### config.mk
export PLATFORM = sky130hd
export DESIGN_NAME = button_short_long_press_classifier_core_flat
export DESIGN_NICKNAME = d
export VERILOG_FILES = /design/src/design/bsplc_pkg.sv /design/src/design/bsplc_if.sv /design/src/design/bsplc_lane.sv /design/src/design/bsplc_merge.sv /design/src/design/button_short_long_press_classifier_core.sv /design/src/flat_wrapper.sv
export SDC_FILE = /design/constraint.sdc
export NUM_CORES = 1
export LEC_CHECK = 0
export ABC_AREA = 1
export BUFFER_PORTS_ARGS = -buffer_cell sky130_fd_sc_hd__buf_2
export CAP_MARGIN = 20
export CORE_UTILIZATION = 25
export CTS_CLUSTER_DIAMETER = 100
export DETAILED_ROUTE_END_ITERATION = 10
export GPL_TIMING_DRIVEN = 1
export PLACE_DENSITY = 0.38
export SLEW_MARGIN = 20
export SYNTH_ARGS = -nofsm -noshare
export SYNTH_HDL_FRONTEND = slang
export SYNTH_SLANG_ARGS = --single-unit
export TNS_END_PERCENT = 100
### constraint.sdc
create_clock -name clk -period 3.3 [get_ports clk]
set_input_delay 0 -clock clk [delete_from_list [all_inputs] [get_ports clk]]
set_output_delay 0 -clock clk [all_outputs]
set_load 0.03 [all_outputs]
### src/design/bsplc_pkg.sv
// Shared constants, types and helper functions for the button press classifier.
// Has no dependencies; every other file of the block imports it.
`timescale 1ns / 1ps

package bsplc_pkg;

  localparam int BUTTONS = 3;
  localparam int NOW_W = 32;
  localparam int LEVEL_W = 3;
  localparam int EVT_W = 3;
  localparam int TH_W = 16;

  localparam logic [NOW_W-1:0] SHORT_MIN_MS = NOW_W'(30);
  localparam logic [TH_W-1:0] LONG_PRESS_RESET = TH_W'(1000);
  localparam logic [EVT_W-1:0] EVT_NONE = '0;

  typedef struct packed {
    logic fire;
    logic short_hit;
  } lane_stat_t;

  function automatic logic [EVT_W-1:0] short_code(input int idx);
    return EVT_W'(idx + 1);
  endfunction

  function automatic logic [EVT_W-1:0] long_code(input int idx);
    return EVT_W'(BUTTONS + 1 + idx);
  endfunction

endpackage

### src/design/bsplc_if.sv
// Valid/ready channel interfaces for polls, events and the threshold register.
// Depends on bsplc_pkg for the field widths.
`timescale 1ns / 1ps

interface bsplc_in_if;
  import bsplc_pkg::*;
  logic valid;
  logic ready;
  logic [NOW_W-1:0] now_ms;
  logic [LEVEL_W-1:0] buttons_down;
  modport source (output valid, output now_ms, output buttons_down, input ready);
  modport sink (input valid, input now_ms, input buttons_down, output ready);
endinterface

interface bsplc_out_if;
  import bsplc_pkg::*;
  logic valid;
  logic ready;
  logic [EVT_W-1:0] event_code;
  modport source (output valid, output event_code, input ready);
  modport sink (input valid, input event_code, output ready);
endinterface

interface bsplc_cfg_if;
  import bsplc_pkg::*;
  logic valid;
  logic ready;
  logic [TH_W-1:0] long_thresh;
  modport source (output valid, output long_thresh, input ready);
  modport sink (input valid, input long_thresh, output ready);
endinterface

### src/design/bsplc_lane.sv
// One button lane: press time, level and long flag, plus the edge and timing checks.
// Depends on bsplc_pkg.
`timescale 1ns / 1ps

module bsplc_lane
  import bsplc_pkg::*;
(
  input  logic             clk,
  input  logic             rst_n,
  input  logic [NOW_W-1:0] now_ms,
  input  logic             down,
  input  logic [TH_W-1:0]  long_thresh,
  input  logic             commit,
  output lane_stat_t       stat
);

  logic [NOW_W-1:0] press_time_r;
  logic             was_down_r;
  logic             long_done_r;
  logic [NOW_W-1:0] elapsed;
  logic             press_edge;
  logic             held;
  logic             release_edge;

  assign elapsed      = now_ms - press_time_r;
  assign press_edge   = down & ~was_down_r;
  assign held         = down & was_down_r;
  assign release_edge = ~down & was_down_r;

  assign stat.fire = held & ~long_done_r &
                     (elapsed >= {{(NOW_W-TH_W){1'b0}}, long_thresh});
  assign stat.short_hit = release_edge & ~long_done_r & (elapsed >= SHORT_MIN_MS);

  always_ff @(posedge clk) begin
    if (!rst_n) begin
      press_time_r <= '0;
      was_down_r   <= 1'b0;
      long_done_r  <= 1'b0;
    end else if (commit) begin
      was_down_r <= down;
      if (press_edge) begin
        press_time_r <= now_ms;
        long_done_r  <= 1'b0;
      end else if (stat.fire) begin
        long_done_r <= 1'b1;
      end
    end
  end

endmodule

### src/design/bsplc_merge.sv
// Merging stage: first long event wins and blocks later lanes; last short release goes out or waits.
// Holds the pending short event behind a long event. Depends on bsplc_pkg.
`timescale 1ns / 1ps

module bsplc_merge
  import bsplc_pkg::*;
(
  input  logic             clk,
  input  logic             rst_n,
  input  logic             accept,
  input  lane_stat_t       stat [BUTTONS],
  output logic [BUTTONS-1:0] commit,
  output logic [EVT_W-1:0] event_code
);

  logic [EVT_W-1:0] pending_r;
  logic [EVT_W-1:0] pending_nxt;

  always_comb begin
    logic             blocked;
    logic [EVT_W-1:0] pend;
    logic [EVT_W-1:0] lcode;
    blocked = 1'b0;
    pend    = pending_r;
    lcode   = EVT_NONE;
    commit  = '0;
    for (int i = 0; i < BUTTONS; i++) begin
      if (!blocked) begin
        commit[i] = accept;
        if (stat[i].fire) begin
          lcode   = long_code(i);
          blocked = 1'b1;
        end else if (stat[i].short_hit) begin
          pend = short_code(i);
        end
      end
    end
    event_code  = blocked ? lcode : pend;
    pending_nxt = blocked ? pend : EVT_NONE;
  end

  always_ff @(posedge clk) begin
    if (!rst_n) begin
      pending_r <= EVT_NONE;
    end else if (accept) begin
      pending_r <= pending_nxt;
    end
  end

endmodule

### src/design/button_short_long_press_classifier_core.sv
// Button short/long press classifier: one lane per button, a merging stage, an output register.
// Each event shows in the cycle after its poll transfer; one poll per cycle unless output stalls.
// The output register refills in the same cycle its event is taken, so polls stream back to back.
// Synchronous active-low reset clears all lanes, the pending event and the output valid,
// and sets the long press threshold to 1000 ms. Depends on bsplc_pkg, the interfaces,
// bsplc_lane and bsplc_merge.
`timescale 1ns / 1ps

module button_short_long_press_classifier_core
  import bsplc_pkg::*;
(
  input  logic        clk,
  input  logic        rst_n,
  bsplc_in_if.sink    in_ch,
  bsplc_out_if.source out_ch,
  bsplc_cfg_if.sink   cfg_ch
);

  logic [TH_W-1:0]    long_thresh_r;
  logic               out_valid_r;
  logic [EVT_W-1:0]   out_code_r;
  logic               accept;
  lane_stat_t         stat [BUTTONS];
  logic [BUTTONS-1:0] commit;
  logic [EVT_W-1:0]   event_code;

  assign cfg_ch.ready = 1'b1;
  assign in_ch.ready  = ~out_valid_r | out_ch.ready;
  assign accept       = in_ch.valid & in_ch.ready;

  assign out_ch.valid      = out_valid_r;
  assign out_ch.event_code = out_code_r;

  always_ff @(posedge clk) begin
    if (!rst_n) begin
      long_thresh_r <= LONG_PRESS_RESET;
    end else if (cfg_ch.valid) begin
      long_thresh_r <= cfg_ch.long_thresh;
    end
  end

  for (genvar g = 0; g < BUTTONS; g++) begin : g_lane
    logic lane_down;
    if (g < LEVEL_W) begin : g_pin
      assign lane_down = in_ch.buttons_down[g];
    end else begin : g_nopin
      assign lane_down = 1'b0;
    end

    bsplc_lane u_lane (
      .clk         (clk),
      .rst_n       (rst_n),
      .now_ms      (in_ch.now_ms),
      .down        (lane_down),
      .long_thresh (long_thresh_r),
      .commit      (commit[g]),
      .stat        (stat[g])
    );
  end

  bsplc_merge u_merge (
    .clk        (clk),
    .rst_n      (rst_n),
    .accept     (accept),
    .stat       (stat),
    .commit     (commit),
    .event_code (event_code)
  );

  always_ff @(posedge clk) begin
    if (!rst_n) begin
      out_valid_r <= 1'b0;
    end else if (accept) begin
      out_valid_r <= 1'b1;
    end else if (out_ch.ready) begin
      out_valid_r <= 1'b0;
    end
  end

  always_ff @(posedge clk) begin
    if (accept) begin
      out_code_r <= event_code;
    end
  end

`ifndef SYNTH
  // Every accepted poll produces an event in the next cycle.
  a_accept_gives_event: assert property (@(posedge clk) disable iff (!rst_n)
    accept |=> out_ch.valid)
    else $error("accepted poll did not produce an event");

  // A stalled event is not overwritten by a new poll.
  a_stall_holds_code: assert property (@(posedge clk) disable iff (!rst_n)
    (out_ch.valid && !out_ch.ready) |=> $stable(out_ch.event_code))
    else $error("stalled event changed");

  // Reset leaves no event on the output.
  a_reset_clears_out: assert property (@(posedge clk)
    !rst_n |=> !out_ch.valid)
    else $error("event valid after reset");
`endif

endmodule
### src/flat_wrapper.sv
// flat-port wrapper written by rule: the top's interface ports become plain ports
module button_short_long_press_classifier_core_flat import bsplc_pkg::*;
  (clk, rst_n, in_ch_valid, in_ch_now_ms, in_ch_buttons_down, in_ch_ready, out_ch_valid, out_ch_event_code, out_ch_ready, cfg_ch_valid, cfg_ch_long_thresh, cfg_ch_ready);
  bsplc_in_if in_ch_i ();
  bsplc_out_if out_ch_i ();
  bsplc_cfg_if cfg_ch_i ();
  input  logic clk;
  input  logic rst_n;
  input wire logic [$bits(in_ch_i.valid)-1:0] in_ch_valid;
  input wire logic [$bits(in_ch_i.now_ms)-1:0] in_ch_now_ms;
  input wire logic [$bits(in_ch_i.buttons_down)-1:0] in_ch_buttons_down;
  output wire logic [$bits(in_ch_i.ready)-1:0] in_ch_ready;
  output wire logic [$bits(out_ch_i.valid)-1:0] out_ch_valid;
  output wire logic [$bits(out_ch_i.event_code)-1:0] out_ch_event_code;
  input wire logic [$bits(out_ch_i.ready)-1:0] out_ch_ready;
  input wire logic [$bits(cfg_ch_i.valid)-1:0] cfg_ch_valid;
  input wire logic [$bits(cfg_ch_i.long_thresh)-1:0] cfg_ch_long_thresh;
  output wire logic [$bits(cfg_ch_i.ready)-1:0] cfg_ch_ready;
  assign in_ch_i.valid = in_ch_valid;
  assign in_ch_i.now_ms = in_ch_now_ms;
  assign in_ch_i.buttons_down = in_ch_buttons_down;
  assign in_ch_ready = in_ch_i.ready;
  assign out_ch_valid = out_ch_i.valid;
  assign out_ch_event_code = out_ch_i.event_code;
  assign out_ch_i.ready = out_ch_ready;
  assign cfg_ch_i.valid = cfg_ch_valid;
  assign cfg_ch_i.long_thresh = cfg_ch_long_thresh;
  assign cfg_ch_ready = cfg_ch_i.ready;
  button_short_long_press_classifier_core u_core (.clk(clk), .rst_n(rst_n), .in_ch(in_ch_i), .out_ch(out_ch_i), .cfg_ch(cfg_ch_i));
endmodule
Word level (Yosys, flattened, before mapping):

Cells that the tools add are included.

* flip-flop bits (word level): 125
* bits of input ports: 56
* output and inout bits: 6

* $add $sub $neg: 3
* reductions and logical operators: 10
* bitwise gates (word level): 33
* multiplexer cells: 30
* $lt $le $gt $ge: 6

Operators by type and width (count)
* >= comparator 32 x 16 -> 1 bit: 3
* >= comparator 32 x 5 -> 1 bit, second input constant: 3
* subtractor 32 bit: 3
* 2-to-1 mux 3 bit: 15
* bitwise AND 1 bit: 22
* 2-to-1 mux 1 bit: 15
* AND reduction 2 bit: 6
* inverter 1 bit: 10
* nonzero test 2 bit: 4
* OR 1 bit: 1

Longest topological paths before layout:

Gate-level depths: netlist of the first run.

* depth after elaboration: 13
* depth in mapped cells: 27

Hierarchy:

From an unflattened synthesis of the first run, not the netlist that was laid out.

* cells, all modules: 2414
* area, all modules: 13867.0 um2

By module, submodules not included
* bsplc_lane: area each 4314.1 um2, seq. area each 680.7 um2, instances 3, cells each 764
* button_short_long_press_classifier_core: area each 694.4 um2, seq. area each 430.4 um2, instances 1, cells each 80
* bsplc_merge: area each 230.2 um2, seq. area each 60.1 um2, instances 1, cells each 42

Worst setup path after synthesis of the first run:

No wires, ideal clock.

* path type: register -> register
* start: register u_core.g_lane[0].u_lane.press_time_r[0]
* end: register u_core.g_lane[2].u_lane.press_time_r[10]
* period minus slack after synthesis: 3.092 ns
* data arrival time: 3.030 ns
* path slack: 0.208 ns
* stages on the path, launching flop included: 25
* cell sequence: dfxtp_1 ha_1 fa_1 inv_1 nand3_1 nand3_1 nand3_1 nand2_1 xnor2_1 inv_1 ha_1 a21oi_1 nor2_1 a211oi_1 nand2_1 a21oi_1 nand3_2 nand2_4 nand2_4 nor2_8 inv_2 nor2_8 buf_6 nor2_2 nor2_2

* longest elaborated chain between the ends: 7

Ends and longest elaborated chain
* start, declared: RTL line bsplc_lane.sv:17 `logic [NOW_W-1:0] press_time_r;`
* start signal, assigned: RTL line bsplc_lane.sv:42 `press_time_r <= now_ms;`
* subtractor 32 bit: RTL line bsplc_lane.sv:25 `assign elapsed = now_ms - press_time_r;`
* >= comparator 32 x 16 -> 1 bit: RTL line bsplc_lane.sv:31 `(elapsed >= {{(NOW_W-TH_W){1'b0}}, long_thresh});`
* bitwise AND 1 bit: RTL line bsplc_lane.sv:30 `assign stat.fire = held & ~long_done_r &`
* 2-to-1 mux 1 bit: RTL line bsplc_merge.sv:30 `if (stat[i].fire) begin`
* 2-to-1 mux 1 bit (2 in series): RTL line bsplc_merge.sv:28 `if (!blocked) begin`
* AND reduction 2 bit (no line)
* end signal, assigned: RTL line bsplc_lane.sv:42
* end, declared: RTL line bsplc_lane.sv:17

No other way between the ends.
A chain may end at the register's enable or synchronous reset.

Worst setup path after layout of the first run:

* start: register u_core.g_lane[0].u_lane.press_time_r[9]
* end: register u_core.g_lane[2].u_lane.press_time_r[22]

The elaborated chain is that of the path after synthesis.

==> impl_metrics.json, run 1 <==
{
  "cts_root_buf": "clkbuf_16",
  "syn_inst": 2515,
  "synth_edf_count": 3,
  "worst-setup-path-type": "register to register",
  "ys_seq_area_share_pct": 18.30,
  "setup_viol": 31,
  "portBuffers": 60,
  "vdd_drop_max_uv": 468.1,
  "grt_pass1_vias": 14770,
  "core.rowCount": 85,
  "critPathSlowestCell": "dfxtp_2",
  "fin_cells": 3563,
  "synthToLayoutAreaGrowth_pct": 39.64,
  "yosys_warnings": 0,
  "grt_max_degree": 69,
  "async_flop_share_pct": 0,
  "critPathBufInv": 8,
  "clkLatencyLatePin_ns": 0.49,
  "synth.top_cell.area_share_pct": 23.68,
  "path_clk_slew_ns": 0.06,
  "power.density_nw_per_um2": 388.7,
  "max_cap_violations": 0,
  "syn_nets": 2715,
  "muxShareOfSynthArea_pct": 0,
  "wl_per_cell_um": 15.28,
  "slew_headroom_pct": 46.07,
  "worstPathMaxFanout": 6,
  "worst_setup_path_end_kind": "register",
  "avgSynthCellArea_sq_um": 5.502,
  "power_frac_seq_pct": 22.3,
  "cts_buffers": 17,
  "cts_tree": "built",
  "design_area_sq_um": 19320,
  "synth_compound_area_share_pct": 7.957,
  "drc": 0,
  "start_util_pct": 25.51,
  "synth_fa_ha_area_share_pct": 13.18,
  "crit_arrival_ns": 3.79,
  "total_leakage_power_nw": 10.56,
  "routabilityCongestion": 0.8997,
  "max_stage_delay_ns": 0.33,
  "ys_dominant_reg_cell": "dfxtp_1",
  "maxSlewViolCount": 0,
  "final_antenna_net_count": 0,
  "fin_util_pct": 35.62,
  "p_switching_mw": 3.032,
  "drive_above_1_share_pct": 20.51,
  "violations": "setup timing",
  "routed_wl_um": 54450,
  "fillCellCount": 6073,
  "crit_required_ns": 3.73,
  "post_drt_via_cell_ratio": 4.306,
  "synth_area_leader_cell": "nand2_1",
  "synth_xor_area_share_pct": 2.912,
  "worst_slack_ns": -0.06479,
  "dieArea_sq_um": 56290,
  "p_int_mw": 4.479,
  "hold_violations": 0,
  "netlist_area_sq_um": 13840,
  "design.core.area_sq_um": 54240,
  "antenna_found_initial": 0,
  "clock-sinks": 125,
  "synthTopCellsByArea": "nand2_1, dfxtp_1, inv_1, ha_1, nor2_1",
  "synth_cell_types": 40,
  "post_synth_and_or_nand_nor_area_fraction_pct": 41.18,
  "antenna_cells": 0,
  "tightest_slew_ns": 0.8081,
  "hold_path.class": "input port to register",
  "grt_setup_unrepaired": "true",
  "pwr-share-clk_pct": 28.7,
  "io_pins": 62,
  "outcome": "finished with violations",
  "fin_skew_ns": 0.008964,
  "place_inst": 3427,
  "hpwl_um": 44210,
  "drt_pass1_iterations": 7,
  "synth-seq-cells": 125,
  "pre_cts_slack_ns": -0.3286,
  "final_nets": 3054,
  "initialDrtViolationCount": 755,
  "cts_buffer_depth": 2,
  "via_count": 15340,
  "grt-ovfl-total": 0,
  "post-route-period-util_pct": 102.0,
  "path_delay_family": "simple AND/OR/NAND/NOR gates",
  "dieWidth_um": 237.3,
  "grt_pass1_wl_um": 83400,
  "period_needed_ns": 3.365,
  "swShare_pct": 40.37,
  "crit_path_start_kind": "register",
  "placed_area_sq_um": 16430,
  "track_usage_pct": 19.61,
  "max_freq_mhz": 297.2,
  "die_h_um": 237.3,
  "combPwrFrac_pct": 48.9,
  "htreeDepth": 4,
  "synth_top_family_by_area": "simple AND/OR/NAND/NOR gates"
}
## flip-flops by register name (all words and copies together), names as in the netlist
name,cells
u_core.out_ch.valid,1
u_core.out_ch.event_code,3
u_core.g_lane.u_lane.long_done_r,3
u_core.u_merge.pending_r,3
u_core.g_lane.u_lane.press_time_r,96
u_core.long_thresh_r,16
u_core.g_lane.u_lane.was_down_r,3
## Yosys cell counts, types with 2 or more instances
cell and count:
clkbuf_1 29, buf_1 3, and3_1 3, nand2_2 4, nor2_8 2, edfxtp_1 3, buf_6 3, dfxtp_1 122
a21o_1 5, a211oi_1 5, inv_1 546, nor3_2 4, nor2_1 281, nand2_1 873, nand4_1 29, a31oi_1 2
clkinv_1 2, fa_1 3, inv_2 11, nand3_1 126, nor4_1 2, nand2_4 2, o21ai_0 63, buf_2 3
a21oi_1 129, ha_1 141, nor2_2 27, xor2_1 33, nor3_1 21, nand3b_1 5, xnor2_1 13, and2_1 6
o21bai_1 6, nand3_2 2
## kinds of logic (layout without fill, tap and decap cells)
group                    count (synthesis)  in the layout
flip-flops                             125            125
other                                    1              1
AND/OR/NAND/NOR                       1390           1390
XOR/XNOR                                46             46
adder cells (fa/ha/maj)                144            144
AO/OA/AOI/OAI                          211            211
buffers and inverters                  598            950
## cells in the final DEF (no fill, tap or decap), types with 45 or more instances in the layout
cell type,instances
a21oi_1,111
buf_2,59
buf_4,209
dfxtp_1,113
dlygate4sd3_1,70
ha_1,105
inv_1,534
nand2_1,823
nand2_2,45
nand3_1,102
nor2_1,257
o21ai_0,57
## per-stage QoR
| stage | TNS (ns) | hold WS, ns | total power, mW |
|---|---|---|---|
| after global placement | -22.28 | 0.2176 | 4.829 |
| after floorplan | 0 | 0.1223 | 3.648 |
| final | -1.032 | 0.02706 | 7.511 |
| after global routing | -15.66 | 0.03820 | 8.102 |
| after CTS | -0.8624 | 0.005038 | 7.421 |
| after detailed placement | -20.85 | 0.2227 | 4.842 |
## layout make-up
| class | instances | area [sq um] | area share (%) |
|---|---|---|---|
| Multi-Input combinational cell | 1792 | 10200 | 52.77 |
| Timing Repair Buffer | 359 | 2960 | 15.32 |
| Sequential cell | 125 | 2546 | 13.18 |
| Inverter | 559 | 2110 | 10.92 |
| Tap cell | 696 | 870.8 | 4.507 |
| Clock buffer | 20 | 456.7 | 2.364 |
| Clock inverter | 12 | 182.7 | 0.9454 |
## worst register-to-register path, delay by kind of cell, from the launching register on
family                   cells  cell delay (ns)
XOR/XNOR                     1             0.20
AND/OR/NAND/NOR             14             1.21
AO/OA/AOI/OAI                2             0.35
buffers and inverters        8             0.74
flip-flops                   1             0.33
adder cells (fa/ha/maj)      2             0.47
## what timing repair did
action                                 CTS  global route
cloned                                   3             1
resized for setup                      154           110
setup buffers                           21            10
pin swaps                               33            33
hold buffers                            70             0
endpoints found under the hold margin  100             0
setup endpoints to repair               74            74
## per-layer routing
layer / wire [um] / global-route usage, % / up-vias
met5: 0 / 0 / -
met4: 1057 / 5.337 / 0
met3: 1978 / 3.286 / 39
met2: 24870 / 32.89 / 224
met1: 26550 / 25.77 / 6805
li1: - / - / 8274
## power by group through the flow
| stage | registers, mW | logic, mW | clock network, mW |
|---|---|---|---|
| final | 1.68 | 3.68 | 2.16 |
| after floorplan | 1.70 | 1.95 | 0 |
| after global placement | 1.71 | 3.12 | 0 |
| after CTS | 1.67 | 3.50 | 2.24 |
| after global routing | 1.69 | 4.13 | 2.28 |
| after detailed placement | 1.71 | 3.14 | 0 |
## worst paths after layout
kind              cells past startpoint                                               endpoint                                                  from  slack [ns]
setup / recovery                     27  u_core.g_lane[2].u_lane.press_time_r[22]$_SDFFE_PN0P_  u_core.g_lane[0].u_lane.press_time_r[9]$_SDFFE_PN0P_       -0.06
hold / removal                        3  u_core.g_lane[2].u_lane.press_time_r[26]$_SDFFE_PN0P_                                                 rst_n        0.03
setup reg to reg                     27  u_core.g_lane[2].u_lane.press_time_r[22]$_SDFFE_PN0P_  u_core.g_lane[0].u_lane.press_time_r[9]$_SDFFE_PN0P_       -0.06
hold reg to reg                       2   u_core.g_lane[2].u_lane.press_time_r[4]$_SDFFE_PN0P_  u_core.g_lane[2].u_lane.press_time_r[4]$_SDFFE_PN0P_        0.46
Note: power is estimated with default switching activity, not from simulation.
==> run 2: changes to the inputs <==
--- a/config.mk
+++ b/config.mk
@@ -8,11 +8,11 @@
 export ABC_AREA = 1
 export BUFFER_PORTS_ARGS = -buffer_cell sky130_fd_sc_hd__buf_2
 export CAP_MARGIN = 20
-export CORE_UTILIZATION = 25
+export CORE_UTILIZATION = 58
 export CTS_CLUSTER_DIAMETER = 100
 export DETAILED_ROUTE_END_ITERATION = 10
 export GPL_TIMING_DRIVEN = 1
-export PLACE_DENSITY = 0.38
+export PLACE_DENSITY = 0.76
 export SLEW_MARGIN = 20
 export SYNTH_ARGS = -nofsm -noshare
 export SYNTH_HDL_FRONTEND = slang
==> impl_metrics.json, run 2 (same netlist as run 1, synthesis figures left out) <==
{
  "via_count": 16800,
  "rr_worst_depth": 25,
  "dieArea_sq_um": 24480,
  "worstPathMaxFanout": 17,
  "pre_cts_slack_ns": -0.1469,
  "grt_setup_unrepaired": "true",
  "endpoint": "u_core.g_lane[2].u_lane.press_time_r[0]$_SDFFE_PN0P_",
  "final_cell_mix": "nand2_1, inv_1, nor2_1",
  "cts_tree": "built",
  "cts_root_buf": "clkbuf_16",
  "violations": "setup timing",
  "cts_buffer_depth": 2,
  "max_cap_violations": 0,
  "grt-ovfl-total": 0,
  "post-route-period-util_pct": 111.4,
  "clkLatencyLatePin_ns": 0.44,
  "htreeDepth": 4,
  "grt_pass1_wl_um": 72910,
  "maxSlewViolCount": 0,
  "p_switching_mw": 3.070,
  "swShare_pct": 42.32,
  "drt_pass1_iterations": 7,
  "hpwl_um": 34790,
  "cts_buffers": 17,
  "worst-path-stages": 26,
  "crit-reg2reg-launch": "u_core.g_lane[1].u_lane.press_time_r[4]$_SDFFE_PN0P_",
  "track_usage_pct": 38.31,
  "period_needed_ns": 3.676,
  "path_clk_slew_ns": 0.07,
  "drc": 0,
  "slew_headroom_pct": 47.82,
  "grt_max_degree": 64,
  "final_nets": 2954,
  "antenna_found_initial": 3,
  "placed_area_sq_um": 15080,
  "clock-sinks": 125,
  "r2r-end": "u_core.g_lane[2].u_lane.press_time_r[0]$_SDFFE_PN0P_",
  "total_leakage_power_nw": 10.02,
  "max_stage_delay_ns": 0.53,
  "critPathBufInv": 7,
  "crit_arrival_ns": 4.01,
  "crit_path_start_kind": "input port",
  "routabilityCongestion": 0.9661,
  "tightest_slew_ns": 0.7819,
  "regMostFlops": "u_core.g_lane.u_lane.press_time_r",
  "regToRegSetupSlack_ns": -0.33,
  "crit_required_ns": 3.63,
  "layout_commonest_cell": "nand2_1",
  "routed_wl_um": 53550,
  "synthToLayoutAreaGrowth_pct": 30.11,
  "setup_viol": 73,
  "portBuffers": 60,
  "core.rowCount": 56,
  "crit_start": "in_ch_now_ms[4]",
  "post_drt_via_cell_ratio": 5.443,
  "dieWidth_um": 156.5,
  "outcome": "finished with violations",
  "path_delay_family": "simple AND/OR/NAND/NOR gates",
  "hold_violations": 0,
  "wl_per_cell_um": 17.35,
  "io_pins": 62,
  "fin_skew_ns": 0.02120,
  "power.density_nw_per_um2": 403.0,
  "die_h_um": 156.5,
  "worst-setup-path-type": "input port to register",
  "p_int_mw": 4.185,
  "top_regs": "u_core.g_lane.u_lane.press_time_r x96, u_core.long_thresh_r x16",
  "hold_path.class": "input port to register",
  "pwr-share-clk_pct": 26.8,
  "largest_reg_flops": 96,
  "combPwrFrac_pct": 50.0,
  "critPathSlowestCell": "dlygate4sd3_1",
  "hold_ws_ns": 0.04481,
  "initialDrtViolationCount": 1944,
  "power_frac_seq_pct": 23.3,
  "vdd_drop_max_uv": 289.5,
  "grt_pass1_vias": 14530,
  "start_util_pct": 59.13,
  "drive_above_1_share_pct": 18.43,
  "design.core.area_sq_um": 23400,
  "worst_setup_path_end_kind": "register",
  "worst_slack_ns": -0.3762,
  "max_freq_mhz": 272.0,
  "final_antenna_net_count": 0,
  "design_area_sq_um": 18000
}
run 2: layer usage:
layer  up-vias  track usage (%)  wire [um]
li1       8098                -          -
met1      7505            49.34      21260
met2       953            62.97      23060
met3       245            5.566       5749
met4         2            17.74       3460
met5         -                0         14
run 2: power by group through the flow:
| stage | registers [mW] | clock network, mW | logic, mW |
|---|---|---|---|
| floorplan | 1.70 | 0 | 1.95 |
| global placement | 1.70 | 0 | 2.71 |
| detailed placement | 1.71 | 0 | 2.77 |
| CTS | 1.67 | 1.93 | 3.02 |
| global route | 1.69 | 2.00 | 3.96 |
| finish | 1.69 | 1.94 | 3.63 |
run 2: worst min path at each step:
stage	slack, ns	startpoint	endpoint	depth (start not counted)
floorplan	0.12	cfg_ch_valid	u_core.long_thresh_r[3]$_SDFFE_PN1P_	2
global route	0.06	in_ch_now_ms[6]	u_core.g_lane[0].u_lane.press_time_r[6]$_SDFFE_PN0P_	4
detailed placement	0.22	cfg_ch_long_thresh[5]	u_core.long_thresh_r[5]$_SDFFE_PN1P_	3
finish	0.04	rst_n	u_core.g_lane[2].u_lane.press_time_r[19]$_SDFFE_PN0P_	3
global placement	0.21	cfg_ch_long_thresh[3]	u_core.long_thresh_r[3]$_SDFFE_PN1P_	3
CTS	0.009	in_ch_valid	u_core.out_ch.valid$_SDFFE_PN0P_	3
run 2: stage by stage:
step                power (mW)  setup TNS [ns]  instances  util, %
floorplan                3.648               0       2515        -
global placement         4.415          -3.329       2943    64.45
detailed placement       4.479          -6.501       2943    64.45
CTS                      6.620               0       3051    71.75
global route             7.658          -29.16       3086    76.92
finish                   7.256          -20.13       3087    76.93
run 2: what timing repair did:
| action | 4_1_cts | 5_1_grt |
|---|---|---|
| setup buffers | 18 | 28 |
| gates resized for setup | 75 | 209 |
| endpoints found under the setup margin | 73 | 75 |
| hold buffers | 59 | 0 |
| pin swaps | 13 | 80 |
| gates cloned | 1 | 10 |
| endpoints found under the hold margin | 72 | 0 |
run 2: worst reg2reg max path: cells and delay by family (launching register included):
kind                     cells  cell delay, ns
XOR/XNOR                     1            0.16
AND/OR/NAND/NOR             14            1.61
buffers and inverters        6            0.60
AO/OA/AOI/OAI                2            0.22
adder cells (fa/ha/maj)      2            0.63
flip-flops                   1            0.32
run 2: layout make-up:
class	count	area, sq um
Inverter	559	2108
Fill cell	1869	5399
Multi-Input combinational cell	1792	10160
Clock inverter	14	157.7
Antenna cell	1	2.502
Clock buffer	18	429.2
Timing Repair Buffer	259	2200
Sequential cell	125	2544
Tap cell	319	399.1
